--- config.mk ---
export PLATFORM = sky130hd
export DESIGN_NAME = pge_cell
export DESIGN_NICKNAME = d
export VERILOG_FILES = /design/src/rtl/pge_pkg.sv /design/src/rtl/pge_cell.sv
export SDC_FILE = /design/constraint.sdc
export NUM_CORES = 2
export LEC_CHECK = 0
export CORE_MARGIN = 5
export CORE_UTILIZATION = 41
export CTS_CLUSTER_DIAMETER = 150
export DETAILED_ROUTE_END_ITERATION = 8
export DONT_BUFFER_PORTS = 1
export PLACE_DENSITY = 0.59
export SLEW_MARGIN = 20
export SYNTH_ARGS = -nofsm -noshare
export SYNTH_HDL_FRONTEND = slang
export SYNTH_SLANG_ARGS = --single-unit
--- constraint.sdc ---
create_clock -name clk -period 9.7 [get_ports clk]
set_input_delay 0 -clock clk [delete_from_list [all_inputs] [get_ports clk]]
set_output_delay 0 -clock clk [all_outputs]
set_load 0.03 [all_outputs]
--- src/rtl/pge_pkg.sv ---
// Package for the periodic Gaussian envelope block: widths, types, exp table.
// No dependencies.
package pge_pkg;

  localparam int CoordW = 16;
  localparam int CfgW   = 48;
  localparam int OutW   = 17;
  localparam int AccW   = 50;

  localparam logic [30:0] Log2eQ30 = 31'd1549082005;
  localparam logic [29:0] Ln2Q30   = 30'd744261118;
  localparam logic [30:0] OneQ30   = 31'd1073741824;
  localparam logic [AccW-1:0] ExpCutoff = AccW'(64'd12 << 28);
  localparam logic [OutW-1:0] OutMax = 17'd65536;
  // ceil(2^20 / 6): x * Recip6 >> 20 is floor(x / 6) for x below 2^19
  localparam logic [17:0] Recip6 = 18'd174763;

  localparam logic [1:0] RegFloor = 2'd3;

  typedef struct packed {
    logic signed [16:0] dx;
    logic [AccW-1:0]    acc;
  } cell_data_t;

  function automatic logic [30:0] pow2_neg(input logic [3:0] i);
    logic [30:0] v;
    case (i)
      4'd0:  v = 31'd1073741824;
      4'd1:  v = 31'd1028218693;
      4'd2:  v = 31'd984625594;
      4'd3:  v = 31'd942880699;
      4'd4:  v = 31'd902905651;
      4'd5:  v = 31'd864625413;
      4'd6:  v = 31'd827968132;
      4'd7:  v = 31'd792865000;
      4'd8:  v = 31'd759250125;
      4'd9:  v = 31'd727060410;
      4'd10: v = 31'd696235434;
      4'd11: v = 31'd666717336;
      4'd12: v = 31'd638450708;
      4'd13: v = 31'd611382493;
      4'd14: v = 31'd585461881;
      4'd15: v = 31'd560640218;
      default: v = 31'd0;
    endcase
    return v;
  endfunction

endpackage

--- src/rtl/pge_cell.sv ---
// One direction cell: offset and wrap, square, weight, accumulate.
// Four registered stages. Depends on pge_pkg.
module pge_cell (
  input  logic                         clk,
  input  logic                         en,
  input  logic [pge_pkg::CfgW-1:0]     setup,
  input  logic signed [pge_pkg::CoordW-1:0] coord,
  input  logic [pge_pkg::AccW-1:0]     acc_in,
  output logic [pge_pkg::AccW-1:0]     acc_out
);
  import pge_pkg::*;

  logic signed [15:0] center;
  logic [15:0] len, inv;
  logic signed [17:0] d0, d1, twod;
  logic signed [16:0] dx_r;
  logic [AccW-1:0] acc1_r, acc2_r, acc3_r;
  logic [16:0] mag;
  logic [33:0] sq_r;
  logic [49:0] prod_r;
  logic [15:0] inv1_r, inv2_r;

  assign center = setup[15:0];
  assign len    = setup[31:16];
  assign inv    = setup[47:32];

  always_comb begin
    d0 = 18'(coord) - 18'(center);
    twod = d0 <<< 1;
    d1 = d0;
    if (len != 16'd0) begin
      if (twod >= $signed({2'b00, len})) d1 = d0 - $signed({2'b00, len});
      else if (twod < -$signed({2'b00, len})) d1 = d0 + $signed({2'b00, len});
    end
  end

  assign mag = dx_r[16] ? 17'(-dx_r) : 17'(dx_r);

  always_ff @(posedge clk) begin
    if (en) begin
      dx_r   <= 17'(d1);
      inv1_r <= inv;
      acc1_r <= acc_in;
      sq_r   <= 34'(mag) * 34'(mag);
      inv2_r <= inv1_r;
      acc2_r <= acc1_r;
      prod_r <= 50'(sq_r) * 50'(inv2_r);
      acc3_r <= acc2_r;
      acc_out <= acc3_r + prod_r;
    end
  end
endmodule

After elaboration in Yosys (flattened, before gate mapping)
Cells that the tools add are included.
{"block": "totals", "register_bits": 333, "wordCells": 24}
{"block": "op_classes", "n_mul": 2, "magnitude_cmp": 2, "addsub": 6, "reduce_logical": 1, "muxes": 4}
{"operator": "$mux 17", "count": 4}
{"operator": "$add 50x50->50", "count": 1}
{"operator": "$mul 34x16->50", "count": 1}
{"operator": "$mul 17x17->34", "count": 1}
{"operator": "$ge 18x17->1", "count": 1}
{"operator": "$lt 18x18->1", "count": 1}
{"operator": "$neg 16->18", "count": 1}
{"operator": "$add 17x17->17", "count": 1}
{"operator": "$neg 17->17", "count": 1}
{"operator": "$sub 16x16->17", "count": 1}
{"operator": "$sub 17x17->17", "count": 1}
{"operator": "$reduce_bool 16->1", "count": 1}

Logic depth before layout (Yosys ltp)
{"block": "logic_depth", "depth_word": 5, "mapped_depth": 34, "mapped_depth_nobuf": 32}

Worst setup path before layout
OpenSTA, ideal clock, no wires.
{"block": "synth_timing", "kind": "reg-to-reg", "start": "register dx_r[0]", "end": "register sq_r[33], data pin", "setup_slack_ps": 1611, "stages_incl_launch_ff": 31, "arrival_ps": 7829, "setup_ps": 260, "t_required_ps": 9440, "synth_period_minus_slack_ps": 8089, "path_cell_list": "edfxtp_1 clkbuf_1 clkinv_1 ha_1 nand2b_1 nand2b_1 or2_2 o41ai_1 xor2_1 inv_1 clkbuf_1 nand2_1 fa_1 fa_1 fa_1 inv_1 fa_1 fa_1 inv_1 fa_1 inv_1 ha_1 and3_1 nand2_1 or4_1 a21oi_1 nor3_1 o41ai_1 a211o_1 a21oi_1 xnor2_1"}
{"block": "synth_between", "elab_chain_len": 3}
{"element": "start, declared", "line_no": "pge_cell.sv:16", "text": "logic signed [16:0] dx_r;"}
{"element": "start signal, assigned", "line_no": "pge_cell.sv:41", "text": "dx_r <= 17'(d1);"}
{"element": "$neg 17->17", "line_no": "pge_cell.sv:37", "text": "assign mag = dx_r[16] ? 17'(-dx_r) : 17'(dx_r);"}
{"element": "$mux 17 *", "line_no": "pge_cell.sv:37"}
{"element": "$mul 17x17->34 *", "line_no": "pge_cell.sv:44", "text": "sq_r <= 34'(mag) * 34'(mag);"}
{"element": "end signal, assigned", "line_no": "pge_cell.sv:44"}
{"element": "end, declared", "line_no": "pge_cell.sv:19", "text": "logic [33:0] sq_r;"}
Every way passes the cells marked *; elsewhere a longest branch is shown, timed or not.
A chain may end at the register's enable or synchronous reset.

Worst setup path after layout
Same ends and word-level chain as after synthesis.

==> impl_metrics.csv <==
group,metric,value,unit
final_layout,areaGrowthSynthToFinish,9.21,%
clock_network,cts_root_buf,"clkbuf_16",
logic_synthesis,yosysTopAreaCellShare,0.314,
route,via_count,27514,
clock_network,cts.sink_count,332,
grt,grt_antenna_before_repair,2,
route,drc_errors,0,
critical_path,cp.required,10020,ps
final_layout,seqCellArea,9970,sq um
floorplan,die_h,323,microns
critical_path,worstSetupPathType,"reg2reg",
clock_network,clock_latency,590,ps
logic_synthesis,yosysTopAreaCell,"fa_1",
status,outcome,"finished, final reports clean",
min_path,hp-class,"in2reg",
flow_run,drv_cap,0,
route,drt-pass1-iter-count,6,
sta,max_freq,111,MHz
sta,rsz0062_at_grt,"no",
sta,drv_slew,0,
logic_synthesis,synth.distinct_cells,77,
clock_network,post_cts_buffers,0,
sta,setup_viol,0,
floorplan,rows,115,
placement,gp_routability_congestion,0.921,
sta,fin_crit_sh,0.930,
sta,setup_ws,680,ps
logic_synthesis,avgSynthCellArea,10.2,sq um
sta,finalHoldViolations,0,
critical_path,r2r_start,"dx_r[0]$_DFFE_PP_",
critical_path,path_buf_inv,6,
logic_synthesis,netlist_instances,3948,
route,wl,95200,microns
critical_path,critPathSlowestCell,"o41ai_1",
final_layout,nFillCells,9274,
final_layout,multi_input_area,27100,sq um
grt,grt_pass1_vias,28900,
sta,fin_worst_skew,29.4,ps
route,initialDrtViolationCount,1668,
clock_network,path_clk_slew,70,ps
floorplan,die-area,105000,sq um
route,ant_nets,0,
grt,grt_max_degree,333,
placement,numPortBuffers,0,
logic_synthesis,ys.warnings.count,0,
sta,post-route-min-period,9020,ps
grt,grt_first_pass_wirelength,154000,microns
logic_synthesis,synth_area_leaders,"fa_1, edfxtp_1, ha_1",
critical_path,end_kind,"flop",
placement,dp_cells,5172,
sta,slew-limit-headroom,0.373,
critical_path,startpoint,"dx_r[0]$_DFFE_PP_",
logic_synthesis,yosysMostFrequentCell,"inv_1",
min_path,holdCritStartpoint,"acc_in[4]",
floorplan,die_w,323,microns
critical_path,critical-path-max-stage-delay,650,ps
floorplan,io-pin-count,166,
clock_network,cts_inserted_buffers,38,
sta,tns,0,ps
logic_synthesis,ys_seq_area_frac,0.247,
final_layout,nets,5112,
route,avgViaCountPerCell,5.17,
critical_path,cp_top_family,"adder cells",
clock_network,cts_tree,"done",
logic_synthesis,synth_edf_count,332,
floorplan,coreArea,98000,sq um
critical_path,arrival,9340,ps
logic_synthesis,ys_async_sr_fraction,0,
clock_network,htree_levels,2,
critical_path,worstPathMaxFanout,13,
critical_path,crit_top_cell,"fa_1",
grt,grt_usage,0.184,
sta,worst_slew_pin_slew,937,ps
final_layout,drive_gt1_frac,0.0355,
route,avgRoutedWirePerCell,17.9,microns
final_layout,fin_cells,5323,
placement,dpl.hpwl,73900,microns
grt,grt.overflow.total,0,
clock_network,clock_path_buffers,3,
floorplan,start_util,0.411,
logic_synthesis,synthFlopType,"edfxtp_1",
logic_synthesis,ys_seq_elements,332,
logic_synthesis,netlist_area,40300,sq um
critical_path,cp-start-kind,"flop",
logic_synthesis,synthTopCellsByCount,"inv_1, fa_1, nand2_1",
placement,pre_cts_ws,382,ps
## per-layer routing
metal / wire (microns) / track usage / vias up / part of all wire
met5: 0 / 0 / - / 0
met4: 3060 / 0.0562 / 0 / 0.032
met3: 4810 / 0.0262 / 140 / 0.051
met2: 48200 / 0.327 / 705 / 0.51
met1: 39100 / 0.235 / 13881 / 0.41
li1: - / - / 12788 / -
## kinds of logic (layout without fill, tap and decap cells)
kind of cell / Yosys count / in the layout / share of synthesized area
AND/OR/NAND/NOR: 1051 / 1051 / 0.121
adder cells (fa/ha/maj): 993 / 993 / 0.426
buffers and inverters: 878 / 946 / 0.0821
AO/OA/AOI/OAI: 523 / 523 / 0.0863
flip-flops: 332 / 332 / 0.247
XOR/XNOR: 161 / 161 / 0.0350
multiplexers: 8 / 8 / 0.00208
other: 2 / 22 / 0.000186
## cell type report
cell class              instances  share of cell area
multi-input cells            2754               0.616
flip-flops and latches        332               0.227
inverters                     764              0.0652
well taps                    1287              0.0366
repair buffers                113              0.0249
clock buffers                  40              0.0218
clock inverters                29             0.00904
diodes                          4            0.000228
## through the flow
step,area (sq um),utilization,hold slack (ps)
after floorplan,40300,-,98.9
after detailed placement,41800,0.426,98.9
after global placement,41800,0.426,98.9
after global routing,44000,0.449,12.6
after CTS,43900,0.448,0.0357
final,44000,0.449,39.7
## state kept, by name, summed over array words and instances, names as in the netlist
register,count
dx_r,17
sq_r,33
inv1_r,16
acc2_r,50
acc1_r,50
acc3_r,50
prod_r,50
inv2_r,16
acc_out,50
## worst register-to-register path, delay by kind of cell (launching register included)
kind,cells,cell delay (ps)
flops,1,350
compound gates,5,1460
simple gates,8,1770
buf+inv,6,1050
fa+ha+maj,8,3480
xor+xnor,2,650
## worst paths after layout
kind,to,slack [ps],cells past startpoint
setup / recovery,sq_r[33]$_DFFE_PP_,680,29
hold / removal,acc1_r[4]$_DFFE_PP_,40,1
setup reg to reg,sq_r[33]$_DFFE_PP_,680,29
hold reg to reg,acc2_r[31]$_DFFE_PP_,400,0
## cells in the final DEF, fill, tap and decap left out, drive strengths merged, types with 22 or more instances in the layout
cell type,synthesis,routed
and2,150,150
dlygate4sd3,0,75
ha,362,362
a21oi,144,144
nand3,29,29
inv,758,764
edfxtp,332,332
o21bai,29,29
nor3,38,38
a21o,64,64
nand2b,34,34
fa,631,631
buf,5,38
clkbuf,109,40
nor2b,25,25
o21a,31,31
o21ai,94,94
nor2,147,147
xor2,37,37
xnor2,124,124
nand2,540,540
a211oi,22,22
## what timing repair did
item | 4_1_cts | 5_1_grt
hold buffers | 75 | 1
hold endpoints to repair | 400 | 56
resized for setup | 0 | 1
endpoints found under the setup margin | 0 | 2
Power is not shown: default switching activity piles up to over one toggle a cycle in this logic, so the estimate is an artifact.
